==> src/hw/rtl/dq_pkg.sv <==
// ----------------------------------------------------------------------------
// dq_pkg
// Types and codes shared by the deque controller, datapath and top level.
// ----------------------------------------------------------------------------
package dq_pkg;

	localparam int DQ_DEPTH = 16;

	localparam logic [2:0] MODE_PUSH_FRONT = 3'd0;
	localparam logic [2:0] MODE_PUSH_BACK  = 3'd1;
	localparam logic [2:0] MODE_POP_FRONT  = 3'd2;
	localparam logic [2:0] MODE_POP_BACK   = 3'd3;
	localparam logic [2:0] MODE_READ       = 3'd4;

	localparam logic [1:0] ST_OK    = 2'd0;
	localparam logic [1:0] ST_EMPTY = 2'd1;
	localparam logic [1:0] ST_RANGE = 2'd2;
	localparam logic [1:0] ST_FULL  = 2'd3;

	typedef struct packed {
		logic [2:0]         mode;
		logic signed [31:0] value;
		logic [7:0]         position;
	} dq_req_t;

	typedef struct packed {
		logic signed [31:0] data;
		logic [1:0]         status;
		logic               is_empty;
		logic [4:0]         entry_count;
	} dq_rsp_t;

	// controller -> datapath
	typedef struct packed {
		logic capture;
		logic exec;
		logic load_out;
	} dq_cmd_t;

	// datapath -> controller
	typedef struct packed {
		logic out_busy;
	} dq_flags_t;

endpackage

==> src/hw/rtl/dq_datapath.sv <==
// ----------------------------------------------------------------------------
// dq_datapath
// Ring store, front pointer, entry count and result register of the deque.
// ----------------------------------------------------------------------------
module dq_datapath
	import dq_pkg::*;
#(
	parameter int DEPTH = DQ_DEPTH
) (
	input  logic      clk,
	input  logic      arst_n,
	input  dq_cmd_t   cmd,
	output dq_flags_t flags,
	input  dq_req_t   req,
	output logic      rsp_valid,
	input  logic      rsp_stall,
	output dq_rsp_t   rsp
);

	localparam int PTR_W = (DEPTH > 1) ? $clog2(DEPTH) : 1;
	localparam int CNT_W = $clog2(DEPTH + 1);
	localparam logic [CNT_W:0] DEPTH_X = (CNT_W + 1)'(DEPTH);
	localparam logic [PTR_W-1:0] LAST_IDX = PTR_W'(DEPTH - 1);

	logic [31:0]      mem [DEPTH];
	dq_req_t          req_q;
	logic [PTR_W-1:0] front_q;
	logic [CNT_W-1:0] count_q;
	logic [1:0]       status_q;
	logic             rd_ok_q;
	logic [31:0]      rd_data_q;
	logic             rsp_valid_q;
	dq_rsp_t          rsp_q;

	logic             full;
	logic             empty;
	logic             pos_out;
	logic [CNT_W-1:0] offset;
	logic [CNT_W:0]   ring_sum;
	logic [CNT_W:0]   ring_wrap;
	logic [PTR_W-1:0] ring_idx;
	logic [PTR_W-1:0] front_dec;
	logic [PTR_W-1:0] front_inc;
	logic [PTR_W-1:0] addr;
	logic             wr_en;
	logic             rd_en;
	logic [1:0]       status_d;
	logic [PTR_W-1:0] front_d;
	logic [CNT_W-1:0] count_d;
	logic [CNT_W+8:0] pos_x;
	logic [CNT_W+8:0] cnt_x;
	logic [CNT_W+4:0] cnt_out_x;

	assign full  = (count_q == CNT_W'(DEPTH));
	assign empty = (count_q == '0);
	assign pos_x = (CNT_W + 9)'(req_q.position);
	assign cnt_x = (CNT_W + 9)'(count_q);
	assign pos_out = (pos_x >= cnt_x);

	assign front_dec = (front_q == '0) ? LAST_IDX : front_q - PTR_W'(1);
	assign front_inc = (front_q == LAST_IDX) ? '0 : front_q + PTR_W'(1);

	// one shared ring adder; offset is always below DEPTH when used
	always_comb begin
		case (req_q.mode)
			MODE_POP_BACK: offset = count_q - CNT_W'(1);
			MODE_READ:     offset = CNT_W'(req_q.position);
			default:       offset = count_q;
		endcase
	end

	assign ring_sum  = (CNT_W + 1)'(front_q) + (CNT_W + 1)'(offset);
	assign ring_wrap = (ring_sum >= DEPTH_X) ? ring_sum - DEPTH_X : ring_sum;
	assign ring_idx  = ring_wrap[PTR_W-1:0];

	always_comb begin
		wr_en    = 1'b0;
		rd_en    = 1'b0;
		status_d = ST_OK;
		addr     = ring_idx;
		front_d  = front_q;
		count_d  = count_q;
		case (req_q.mode)
			MODE_PUSH_FRONT: begin
				if (full) begin
					status_d = ST_FULL;
				end else begin
					wr_en   = 1'b1;
					addr    = front_dec;
					front_d = front_dec;
					count_d = count_q + CNT_W'(1);
				end
			end
			MODE_PUSH_BACK: begin
				if (full) begin
					status_d = ST_FULL;
				end else begin
					wr_en   = 1'b1;
					count_d = count_q + CNT_W'(1);
				end
			end
			MODE_POP_FRONT: begin
				if (empty) begin
					status_d = ST_EMPTY;
				end else begin
					rd_en   = 1'b1;
					addr    = front_q;
					front_d = front_inc;
					count_d = count_q - CNT_W'(1);
				end
			end
			MODE_POP_BACK: begin
				if (empty) begin
					status_d = ST_EMPTY;
				end else begin
					rd_en   = 1'b1;
					count_d = count_q - CNT_W'(1);
				end
			end
			MODE_READ: begin
				if (pos_out) begin
					status_d = ST_RANGE;
				end else begin
					rd_en = 1'b1;
				end
			end
			default: ;
		endcase
	end

	always_ff @(posedge clk) begin
		if (cmd.exec && wr_en) begin
			mem[addr] <= req_q.value;
		end
		if (cmd.exec) begin
			rd_data_q <= mem[addr];
			rd_ok_q   <= rd_en;
			status_q  <= status_d;
		end
		if (cmd.capture) begin
			req_q <= req;
		end
	end

	always_ff @(posedge clk or negedge arst_n) begin
		if (!arst_n) begin
			front_q <= '0;
			count_q <= '0;
		end else if (cmd.exec) begin
			front_q <= front_d;
			count_q <= count_d;
		end
	end

	assign cnt_out_x = (CNT_W + 5)'(count_q);

	always_ff @(posedge clk) begin
		if (cmd.load_out) begin
			rsp_q.data        <= rd_ok_q ? rd_data_q : '0;
			rsp_q.status      <= status_q;
			rsp_q.is_empty    <= empty;
			rsp_q.entry_count <= cnt_out_x[4:0];
		end
	end

	always_ff @(posedge clk or negedge arst_n) begin
		if (!arst_n) begin
			rsp_valid_q <= 1'b0;
		end else if (cmd.load_out) begin
			rsp_valid_q <= 1'b1;
		end else if (!rsp_stall) begin
			rsp_valid_q <= 1'b0;
		end
	end

	assign flags.out_busy = rsp_valid_q && rsp_stall;
	assign rsp_valid      = rsp_valid_q;
	assign rsp            = rsp_q;

endmodule

==> src/hw/rtl/dq_ctrl.sv <==
// ----------------------------------------------------------------------------
// dq_ctrl
// Sequences one request: capture, execute against the store, load result.
// ----------------------------------------------------------------------------
module dq_ctrl
	import dq_pkg::*;
(
	input  logic      clk,
	input  logic      arst_n,
	input  logic      req_valid,
	output logic      req_stall,
	input  dq_flags_t flags,
	output dq_cmd_t   cmd
);

	typedef enum logic [1:0] {
		S_IDLE,
		S_EXEC,
		S_RESP
	} state_t;

	state_t state_q;
	logic   stall_q;
	logic   accept;

	assign accept = req_valid && !stall_q;

	always_ff @(posedge clk or negedge arst_n) begin
		if (!arst_n) begin
			state_q <= S_IDLE;
			stall_q <= 1'b0;
		end else begin
			case (state_q)
				S_IDLE: begin
					if (accept) begin
						state_q <= S_EXEC;
						stall_q <= 1'b1;
					end
				end
				S_EXEC: begin
					state_q <= S_RESP;
				end
				S_RESP: begin
					// wait here while the previous result is still held
					if (!flags.out_busy) begin
						state_q <= S_IDLE;
						stall_q <= 1'b0;
					end
				end
				default: begin
					state_q <= S_IDLE;
					stall_q <= 1'b0;
				end
			endcase
		end
	end

	assign req_stall    = stall_q;
	assign cmd.capture  = accept;
	assign cmd.exec     = (state_q == S_EXEC);
	assign cmd.load_out = (state_q == S_RESP) && !flags.out_busy;

endmodule

==> src/hw/rtl/bounded_deque_with_index_read_unit.sv <==
// ----------------------------------------------------------------------------
// bounded_deque_with_index_read_unit
// Bounded double-ended queue of signed 32-bit values in a ring store, with
// push/pop at both ends and read by position from the front.
//
//   channel | direction | handshake          | payload
//   --------+-----------+--------------------+----------
//   req     | in        | req_valid/req_stall | dq_req_t
//   rsp     | out       | rsp_valid/rsp_stall | dq_rsp_t
//
// Each request goes through capture, one store access (single port,
// registered read), result load. A new request is taken once the previous
// result is in the output register, which may still wait on rsp_stall; a
// held result delays only the load step of the next request.
// Reset clears front pointer and count; store contents are not reset.
// ----------------------------------------------------------------------------
module bounded_deque_with_index_read_unit
	import dq_pkg::*;
#(
	parameter int DEPTH = DQ_DEPTH
) (
	input  logic    clk,
	input  logic    arst_n,
	input  logic    req_valid,
	output logic    req_stall,
	input  dq_req_t req,
	output logic    rsp_valid,
	input  logic    rsp_stall,
	output dq_rsp_t rsp
);

	dq_cmd_t   cmd;
	dq_flags_t flags;

	dq_ctrl u_ctrl (
		.clk       (clk),
		.arst_n    (arst_n),
		.req_valid (req_valid),
		.req_stall (req_stall),
		.flags     (flags),
		.cmd       (cmd)
	);

	dq_datapath #(
		.DEPTH (DEPTH)
	) u_dp (
		.clk       (clk),
		.arst_n    (arst_n),
		.cmd       (cmd),
		.flags     (flags),
		.req       (req),
		.rsp_valid (rsp_valid),
		.rsp_stall (rsp_stall),
		.rsp       (rsp)
	);

endmodule

==> config.mk <==
export PLATFORM = sky130hd
export DESIGN_NAME = bounded_deque_with_index_read_unit
export DESIGN_NICKNAME = d
export VERILOG_FILES = /design/src/hw/rtl/dq_pkg.sv /design/src/hw/rtl/dq_datapath.sv /design/src/hw/rtl/dq_ctrl.sv /design/src/hw/rtl/bounded_deque_with_index_read_unit.sv
export SDC_FILE = /design/constraint.sdc
export NUM_CORES = 1
export LEC_CHECK = 0
export ABC_AREA = 1
export BUFFER_PORTS_ARGS = -buffer_cell sky130_fd_sc_hd__buf_2
export CAP_MARGIN = 0
export CORE_ASPECT_RATIO = 0.9
export CORE_MARGIN = 4
export CORE_UTILIZATION = 32
export CTS_BUF_LIST = sky130_fd_sc_hd__clkbuf_8
export CTS_CLUSTER_SIZE = 28
export DETAILED_ROUTE_END_ITERATION = 8
export REMOVE_ABC_BUFFERS = 1
export SETUP_SLACK_MARGIN = 0.3
export SLEW_MARGIN = 20
export SYNTH_ARGS = -nofsm -noshare
export SYNTH_HDL_FRONTEND = slang
export SYNTH_SLANG_ARGS = --single-unit
==> constraint.sdc <==
create_clock -name clk -period 7.3 [get_ports clk]
set_clock_uncertainty 0.1 [all_clocks]
set_input_delay 0 -clock clk [delete_from_list [all_inputs] [get_ports clk]]
set_output_delay 0 -clock clk [all_outputs]
set_load 0.02 [all_outputs]
Word-level counts from Yosys, hierarchy flattened --
Memories as Yosys holds them, arrays and structs flattened. A register that Yosys moved wholly into a read port is not among the register bits. Cells that the tools add are included.
Word-level totals: bits of input ports 47, bits in writable memories 512, flip-flop bits (word level) 99, word-level logic and storage cells 89, memories kept 1
Operators by class: $lt $le $gt $ge 2, equal/unequal tests 15, add/sub/neg operators 6, muxes and demuxes 32, bitwise operators 1, reductions and logical operators 18
Memory list:
- u_dp.mem | words 16, bits a word 32, rd ports 1, clocked after memory_dff 1, wr ports 1, line dq_datapath.sv:25 | logic [31:0] mem [DEPTH];
Operators with widths (count):
- 4-bit 2-to-1 mux | 7
- 5-bit case mux with 2 select lines | 2
- 4-bit case mux with 2 select lines | 2
- 2-bit case mux with 3 select lines | 2
- 1-bit 2-to-1 mux | 11
- 5-bit 2-to-1 mux | 2
- 2-bit != test (second input constant) | 5
- 8-bit by 5-bit >= comparator with 1-bit output | 1
- 2-bit 2-to-1 mux | 4
- 4-bit AND reduction | 2
- 4-bit by 1-bit subtractor with 4-bit output (second input constant) | 2
- 4-bit by 5-bit adder with 6-bit output | 1
- 3-bit by 2-bit == test with 1-bit output (second input constant) | 2
- 6-bit by 5-bit >= comparator with 1-bit output (second input constant) | 1
- 5-bit by 1-bit adder with 5-bit output (second input constant) | 1
- 5-bit == test (second input constant) | 1
- 5-bit logical NOT | 1
- 5-bit by 1-bit subtractor with 5-bit output (second input constant) | 1
- 4-bit by 1-bit adder with 4-bit output (second input constant) | 1
- 4-bit == test (second input constant) | 1
- 1-bit logical AND | 4
- 4-bit logical NOT | 1
- 2-bit by 1-bit != test with 1-bit output (second input constant) | 2
- 2-bit nonzero test | 2
- other kinds (13) | 15

Logic depth before layout (Yosys ltp) --
Gate-level depths: netlist of the first run.
depth in word-level cells 7, depth in mapped cells 21, mapped depth without buffers 20

Modules after synthesis --
A second synthesis of the first run with hierarchy kept.
Unflattened totals: cells, all modules 2510, area total of the unflattened synthesis 27226.1 sq um
By module, submodules not included:
- dq_datapath | area an instance 27086.0 sq um, times used 1, seq. area each 19168.4 sq um, cells an instance 2493
- dq_ctrl | area an instance 140.1 sq um, times used 1, seq. area each 75.1 sq um, cells an instance 17

Least setup slack after synthesis of the first run --
OpenSTA, ideal clock, no wires.
path kind register to register, start point register u_ctrl.state_q[0], end point memory u_dp.mem[10][0], enable pin, buffers on the path 0, slack 2.754 ns, data required time 6.779 ns, stages on the path, launching flop included 7, arrival time 4.025 ns, path through dfrtp_1 > inv_1 > nor2_1 > inv_1 > nor2_1 > nand4_1 > nor2_1
Between the ends: longest elaborated chain between the ends 4
RTL lines:
- start, declared | line dq_ctrl.sv:22 | state_t state_q;
- start signal, assigned | line dq_ctrl.sv:30 | state_q <= S_IDLE;
- start signal, assigned | line dq_ctrl.sv:36 | state_q <= S_EXEC;
- start signal, assigned | line dq_ctrl.sv:41 | state_q <= S_RESP;
- 2-bit by 1-bit == test with 1-bit output | line dq_ctrl.sv:60 | assign cmd.exec = (state_q == S_EXEC);
- 1-bit logical AND | line dq_datapath.sv:132 | if (cmd.exec && wr_en) begin
- 1-bit 2-to-1 mux | line dq_datapath.sv:132
- 1-bit 2-to-1 mux (implied by the code) | line dq_datapath.sv:133 | mem[addr] <= req_q.value;
- end, declared | line dq_datapath.sv:25
Every way passes these cells.

Worst setup path in the final report of the first run --
start point register u_dp.req_q[42] (netlist name), end point memory u_dp.mem[9][5], enable pin
Between the ends: longest elaborated chain between the ends 7
RTL lines:
- start, declared | line dq_datapath.sv:26 | dq_req_t req_q;
- start signal, assigned | line dq_datapath.sv:141 | req_q <= req;
- 3-bit == test / 3-bit by 2-bit == test with 1-bit output (equally long branches) | line dq_datapath.sv:65 | case (req_q.mode)
- 5-bit case mux with 2 select lines | line dq_datapath.sv:65
- 4-bit by 5-bit adder with 6-bit output | line dq_datapath.sv:72 | assign ring_sum = (CNT_W + 1)'(front_q) + (CNT_W + 1)'(offset);
- 6-bit by 5-bit >= comparator with 1-bit output / 4-bit by 1-bit subtractor with 4-bit output (equally long branches) | line dq_datapath.sv:73 | assign ring_wrap = (ring_sum >= DEPTH_X) ? ring_sum - DEPTH_X : ring_sum;
- 4-bit 2-to-1 mux | line dq_datapath.sv:73
- 4-bit 2-to-1 mux (on tied branches) | line dq_datapath.sv:103, dq_datapath.sv:85
- 4-bit case mux with 2 select lines | line dq_datapath.sv:83 | case (req_q.mode)
Several ways; a longest one is shown, not always the timed one.

==> summary.md, run 1 <==
| Metric | Value |
|---|---|
| Sequential power share | `33.7%` |
| Clock buffer depth | `3` |
| IO Count | `89` |
| Fin util | `38.0%` |
| Clock Power Share | `20.1%` |
| Initial Utilization | `32.5%` |
| GR Overflow Total | `0` |
| Num CTS Buffers | `103` |
| Clk root buf | `clkbuf_8` |
| Clock-pin slew on the worst setup and hold paths | `0.06 ns` |
| DR WL/cell | `18.5 um` |
| Count of final setup violators | `0` |
| Slew headroom | `18.6%` |
| Outcome | `finished, final reports clean` |
| CP Cell Sequence | `inv_2 > nand2_2 > nor2_1 > inv_1 > nand2_2 > o221ai_1 > ha_1 > nand2_8 > nand2_8 > nand3_1 > nor2_4` |
| Crit start category | `register` |
| CTS tree | `built` |
| Crit Path Category | `register to register` |
| GRT Total Usage | `15.8%` |
| Gp weighted congestion | `0.809` |
| Synth Area per Inst | `10.9 um2` |
| Internal | `7.83 mW` |
| Switching Power | `6.62 mW` |
| Slowest cell delay on critical path | `1.01 ns` |
| Hold path endpoint | `u_dp.pos_x[3]$_DFFE_PP_` |
| Worst R2R End | `u_dp.mem[9][5]$_DFFE_PP_` |
| Routed vias | `18.2k` |
| Total Wirelength | `71.6 mm` |
| Final HPWL DP | `38.7 mm` |
| Worst Max-Slew Pin Slew | `1.22 ns` |
| Hold Crit Class | `input port to register` |
| Hold Path Origin | `req_valid` |
| Flops & latches, synth | `643` |
| Commonest non-fill, non-tap cell in the layout | `nand2_1` |
| Largest net degree at the start of global routing | `194` |
| First-pass GRT wire length | `109 mm` |
| Final non-filler cell total | `3870` |
| Switch share | `45.8%` |
| Drc violations | `0` |
| FFs w/ async S/R, synth | `2.02%` |
| Die height | `284 um` |
| VDD IR max | `0.564 mV` |
| Endpoints failing hold | `0` |
| P per Cell Area | `456 nW/um2` |
| Leakage | `12.9 nW` |
| Commonest non-fill, non-tap cells in the layout | `nand2_1, edfxtp_1, nand3_1` |
| Layout cells sized above 1 | `10.7%` |
| Vias/cell | `4.71` |
| Critical Path RT | `7.49 ns` |
| Sequential-to-total area share from yosys stat | `71.1%` |
| Max Clock Freq | `0.206 GHz` |
| Final worst-path cycle share | `66.5%` |
| # H-tree levels | `3` |
| Ys Warns | `0` |
| Max Fanout on Critical Path | `108` |
| Placed cell count | `3592` |
| Setup crit end kind | `register` |
| Vias in the first global route | `18.1k` |
| Synth cell types | `38` |
| Max_cap viols | `0` |
| Count of input and output buffers | `88` |
| Crit path DAT | `5.05 ns` |
| CP max-delay cell | `nor2_4` |
| Die area | `89300 um2` |
| Die Span X | `315 um` |
| Starting DRT DRC Count | `1760` |
| R2R setup slack | `2.44 ns` |
| # nets final | `2727` |
| Clock tree sinks | `643` |
| Area grow syn2layout | `17.0%` |
| Hold depth | `4` |
| Routed Antenna Nets | `0` |
| Initial antenna violation count | `0` |
| R2R depth | `11` |
| Drt first pass iters | `7` |
| RSZ-0062 raised after global routing | `false` |
| Top_reg_cell synth | `edfxtp_1` |
| Clk Latency, worst-skew pair | `0.70 ns` |
| Period minus WS final | `4.86 ns` |
| Row cnt | `100` |
| Number of synthesized flops with an enable pin | `630` |
| Core Box Area | `83300 um2` |
| Combinational power share | `46.2%` |
| Final slew viol count | `0` |
| Gate Count Post-Synth | `2488` |
| Syn Std Cell Area | `27100 um2` |
| Critical R2R Launch | `u_dp.req_q[42]$_DFFE_PP_` |
==> critical path: cells and delay by family (launching register included) <==
family | cells | cell delay [ns]
AND/OR/NAND/NOR | 7 | 2.99
adder cells (fa/ha/maj) | 1 | 0.41
AO/OA/AOI/OAI | 1 | 0.16
buffers and inverters | 2 | 0.21
flip-flops | 1 | 0.50
==> state kept, by name, summed over array words and instances (netlist names) <==
signal / cells
u_dp.count_q: 5
u_dp.mem: 512
u_dp.status_q: 2
u_dp.front_q: 4
u_ctrl.req_stall: 1
u_dp.req_q: 35
u_dp.rsp: 40
u_dp.pos_x: 8
u_ctrl.state_q: 2
u_dp.rsp_valid: 1
u_dp.rd_data_q: 32
u_dp.rd_ok_q: 1
==> layer usage <==
metal	vias to the layer above	part of all wire, %	wire length [um]	track usage [%]
met5	-	0	0	0
met4	0	2.4	1710	4.70
met3	122	7.4	5310	3.42
met2	605	46	32700	24.5
met1	8792	45	31900	22.3
li1	8707	-	-	-
==> synthesized netlist by cell type, drive strengths merged (2+ instances only) <==
| cell type | instances | area, um2 |
|---|---|---|
| nand2 | 1264 | 4760 |
| edfxtp | 630 | 18900 |
| nand3 | 273 | 1390 |
| buf | 116 | 616 |
| inv | 66 | 248 |
| nor2 | 38 | 194 |
| clkbuf | 20 | 75.1 |
| dfrtp | 13 | 325 |
| ha | 13 | 163 |
| o21ai | 13 | 65.1 |
| a21oi | 7 | 38.8 |
| xor2 | 7 | 61.3 |
| nand4 | 6 | 37.5 |
| nor3 | 4 | 20.0 |
| o211ai | 3 | 22.5 |
| xnor2 | 3 | 26.3 |
| o21a | 2 | 15.0 |
| or2 | 2 | 12.5 |
==> worst max path at each step <==
stage,start,endpoint,slack (ns),cells past startpoint
floorplan,u_dp.req_q[42]$_DFFE_PP_,u_dp.mem[13][0]$_DFFE_PP_,-0.51,11
global placement,u_dp.req_q[42]$_DFFE_PP_,u_dp.mem[15][5]$_DFFE_PP_,2.39,19
detailed placement,u_dp.req_q[42]$_DFFE_PP_,u_dp.mem[13][7]$_DFFE_PP_,2.40,11
CTS,u_dp.req_q[42]$_DFFE_PP_,u_dp.mem[13][7]$_DFFE_PP_,2.39,11
global route,u_dp.req_q[42]$_DFFE_PP_,u_dp.mem[9][5]$_DFFE_PP_,2.07,19
finish,u_dp.req_q[42]$_DFFE_PP_,u_dp.mem[9][5]$_DFFE_PP_,2.44,11
==> layout make-up <==
type	count	area [um2]
antenna	1	2.50
clock buffer	104	1430
clock inverter	82	457
fill	8146	51700
inverter	66	250
multi-input combinational	1643	7060
sequential	643	19200
tap	1122	1400
timing repair buffer	209	1820
==> through the flow <==
stage          power, mW  setup slack, ns  setup TNS [ns]  hold slack (ns)  area [um2]
2_1_floorplan       9.29           -0.509         -152.66           -0.396       26400
3_3_place_gp        11.6             2.39               0           -0.169       28600
3_5_place_dp        11.6             2.40               0           -0.166       28900
4_1_cts             14.5             2.39               0           0.0405       31600
5_1_grt             15.6             2.07               0           0.0719       31700
6_report            14.4             2.44               0           0.0369       31700
==> cell families after synthesis <==
family                   count (synthesis)  share of synthesized area [%]
AO/OA/AOI/OAI                           31                          0.689
XOR/XNOR                                10                          0.324
adder cells (fa/ha/maj)                 14                          0.675
AND/OR/NAND/NOR                       1588                           23.7
flip-flops                             643                           71.1
buffers and inverters                  202                           3.47
==> what timing repair did <==
action | CTS | global route
endpoints found under the setup margin | 0 | 0
hold buffers | 90 | 0
buffers inserted | 0 | 0
endpoints found under the hold margin | 71 | 0
gates resized for setup | 0 | 0
==> power by group through the flow <==
stage / combinational [mW] / sequential (mW) / clock [mW]
after floorplan: 4.37 / 4.91 / 0
final: 6.68 / 4.87 / 2.90
after global routing: 7.53 / 4.90 / 3.16
after global placement: 6.61 / 4.94 / 0
after detailed placement: 6.61 / 4.95 / 0
after CTS: 6.68 / 4.87 / 2.98
Power figures use the tool's default switching activity.
==> run 2, diff against run 1 <==
--- a/config.mk
+++ b/config.mk
@@ -5,7 +5,7 @@
 export SDC_FILE = /design/constraint.sdc
 export NUM_CORES = 1
 export LEC_CHECK = 0
-export ABC_AREA = 1
+export ABC_AREA = 0
 export BUFFER_PORTS_ARGS = -buffer_cell sky130_fd_sc_hd__buf_2
 export CAP_MARGIN = 0
 export CORE_ASPECT_RATIO = 0.9
==> constraint.sdc (replaced) <==
create_clock -name clk -period 4.6 [get_ports clk]
set_clock_uncertainty 0.1 [all_clocks]
set_input_delay 0 -clock clk [delete_from_list [all_inputs] [get_ports clk]]
set_output_delay 0 -clock clk [all_outputs]
set_load 0.02 [all_outputs]
==> run 2 against run 1 <==
  * Sequential share of layout area rose by 5.0 points
  * Count of clock-buffer cells in the layout is 4 lower
  * Utilization grew 1.0 points
==> summary.md, run 2 <==
| Metric | Value |
|---|---|
| Clock tree sinks | `643` |
| Max Fanout on Critical Path | `16` |
| Clock buffer depth | `3` |
| Outcome | `finished, final reports clean` |
| Commonest cells in the netlist | `edfxtp_1, a22o_1, nand2_1, a22oi_1, buf_2` |
| Area grow syn2layout | `20.3%` |
| Final worst-path cycle share | `89.6%` |
| Die Span X | `299 um` |
| Synth cell types | `64` |
| Most common cell in the netlist | `edfxtp_1` |
| Count of final setup violators | `0` |
| Gp weighted congestion | `0.771` |
| Period minus WS final | `4.12 ns` |
| Vias/cell | `5.05` |
| Vias in the first global route | `14.3k` |
| Count of input and output buffers | `88` |
| Drc violations | `0` |
| IO Count | `89` |
| Fin area | `29300 um2` |
| Starting DRT DRC Count | `1401` |
| Total Wirelength | `61.2 mm` |
| Routed Antenna Nets | `0` |
| CTS tree | `built` |
| Placed cell count | `2468` |
| Crit start category | `register` |
| Largest net degree at the start of global routing | `82` |
| # nets final | `1711` |
| Top_reg_cell synth | `edfxtp_1` |
| Synth Area per Inst | `17.5 um2` |
| Commonest non-fill, non-tap cells in the layout | `edfxtp_1, a22o_1, nand2_1` |
| Critical Path RT | `4.93 ns` |
| Routed vias | `13.9k` |
| Endpoints failing hold | `0` |
| Hold Path Origin | `req_valid` |
| Initial Utilization | `32.4%` |
| Max_cap viols | `0` |
| Drt first pass iters | `5` |
| Synth top area share | `77.7%` |
| Clk Latency, worst-skew pair | `0.70 ns` |
| Reg with most FFs | `u_dp.mem` |
| Fin util | `39.0%` |
| Num CTS Buffers | `97` |
| Sequential-to-total area share from yosys stat | `79.1%` |
| DR WL/cell | `22.3 um` |
| Leakage | `9.61 nW` |
| Synth area leader | `edfxtp_1` |
| Hold Crit Class | `input port to register` |
| Initial antenna violation count | `1` |
| Layout cells sized above 1 | `19.1%` |
| Final HPWL DP | `34.2 mm` |
| Syn Std Cell Area | `24300 um2` |
| Crit path DAT | `4.45 ns` |
| WHS | `0.103 ns` |
| Worst Max-Slew Pin Slew | `0.977 ns` |
| FFs w/ async S/R, synth | `2.02%` |
| Crit Path Category | `register to register` |
| Final non-filler cell total | `2748` |
| Number of synthesized flops with an enable pin | `630` |
| Top post-synthesis cells by area | `edfxtp_1, a22o_1, nand2_1, a22oi_1, dfrtp_1` |
| P per Cell Area | `676 nW/um2` |
| Slew headroom | `34.7%` |
| Crit path from | `u_dp.req_q[41]$_DFFE_PP_` |
| Gate Count Post-Synth | `1387` |
| Final slew viol count | `0` |
| Die height | `270 um` |
| Commonest non-fill, non-tap cell in the layout | `edfxtp_1` |
| Setup TNS Final | `0 ns` |
| GRT Total Usage | `14.8%` |
| GR Overflow Total | `0` |
| Clock-pin slew on the worst setup and hold paths | `0.06 ns` |
| First-pass GRT wire length | `91.0 mm` |
| Clk root buf | `clkbuf_8` |
| Ys Warns | `0` |
| Row cnt | `95` |
| # H-tree levels | `3` |
| Critical R2R Launch | `u_dp.req_q[41]$_DFFE_PP_` |
| Setup crit end kind | `register` |
| Max reg flops | `512` |
| Die area | `80500 um2` |
| VDD IR max | `0.723 mV` |
| Flops & latches, synth | `643` |
| Core Box Area | `75000 um2` |
| Dpl cell area | `26400 um2` |
| RSZ-0062 raised after global routing | `false` |
| Max Clock Freq | `0.243 GHz` |
## run 2: metrics by stage
stage               worst slack [ns]  power (mW)
floorplan                      -3.37        11.9
global placement               0.285        15.1
detailed placement             0.288        15.2
CTS                            0.362        19.7
global route                   0.280        20.8
finish                         0.480        19.8
## run 2: worst max-delay path, cell delays in order, from the launching register on
cell	delay, ns
edfxtp_1	0.62
nand2b_1	0.13
a21oi_1	0.23
o22ai_1	0.12
a21oi_1	0.19
ha_1	0.26
a21o_1	0.17
a21oi_1	0.18
xnor2_1	0.25
xor2_1	0.35
o221a_4	0.45
buf_4	0.35
o21ai_1	0.15
o2111ai_1	0.27
## run 2: where the power goes
group	switching (mW)	internal, mW	total [mW]
clock	2.18	2.26	4.44
combinational	5.07	3.07	8.14
sequential	0.256	6.97	7.22
## run 2: final cells by class
type                    count  area (um2)
diodes                      1        2.50
clock buffers             100        1380
clock inverters            78         459
fillers                  6896       45700
inverters                  18        70.1
multi-input cells         639        4710
flip-flops and latches    643       19200
well taps                1018        1270
repair buffers            251        2140
## run 2: kinds of logic after synthesis
family	Yosys count	share of synthesized area, %
AOI/OAI and AO/OA	404	13.3
adders and majority gates	14	0.751
DFF	643	79.1
and+or+nand+nor	210	4.07
xor gates and xnor gates	11	0.427
buffers and inverters	105	2.38
## run 2: timing repair
action / CTS / global route
hold endpoints to repair: 95 / 0
cloned: 0 / 1
endpoints found under the setup margin: 1 / 401
setup buffers: 0 / 9
gates resized for setup: 1 / 4
hold buffers: 91 / 0
pin swaps: 0 / 1
## run 2: worst paths after layout
| path | to | slack [ns] | cells past startpoint |
|---|---|---|---|
| max | u_dp.rd_data_q[1]$_DFFE_PN_ | 0.48 | 13 |
| max reg2reg | u_dp.rd_data_q[1]$_DFFE_PN_ | 0.48 | 13 |
| min reg2reg | u_dp.rsp[7]$_DFFE_PP_ | 0.34 | 0 |
| min | u_ctrl.req_stall$_DFFE_PN0P_ | 0.10 | 4 |
| max in group asynchronous | u_dp.front_q[3]$_DFFE_PN0P_ | 3.68 | 3 |
| min in group asynchronous | u_dp.count_q[0]$_DFFE_PN0P_ | 0.30 | 3 |
## run 2: layer usage
layer	share of wire, %	routed length (um)	global-route usage (%)
met5	0	0	0
met4	1.5	948	3.37
met3	7.3	4440	3.42
met2	46	28000	22.8
met1	45	27800	21.4
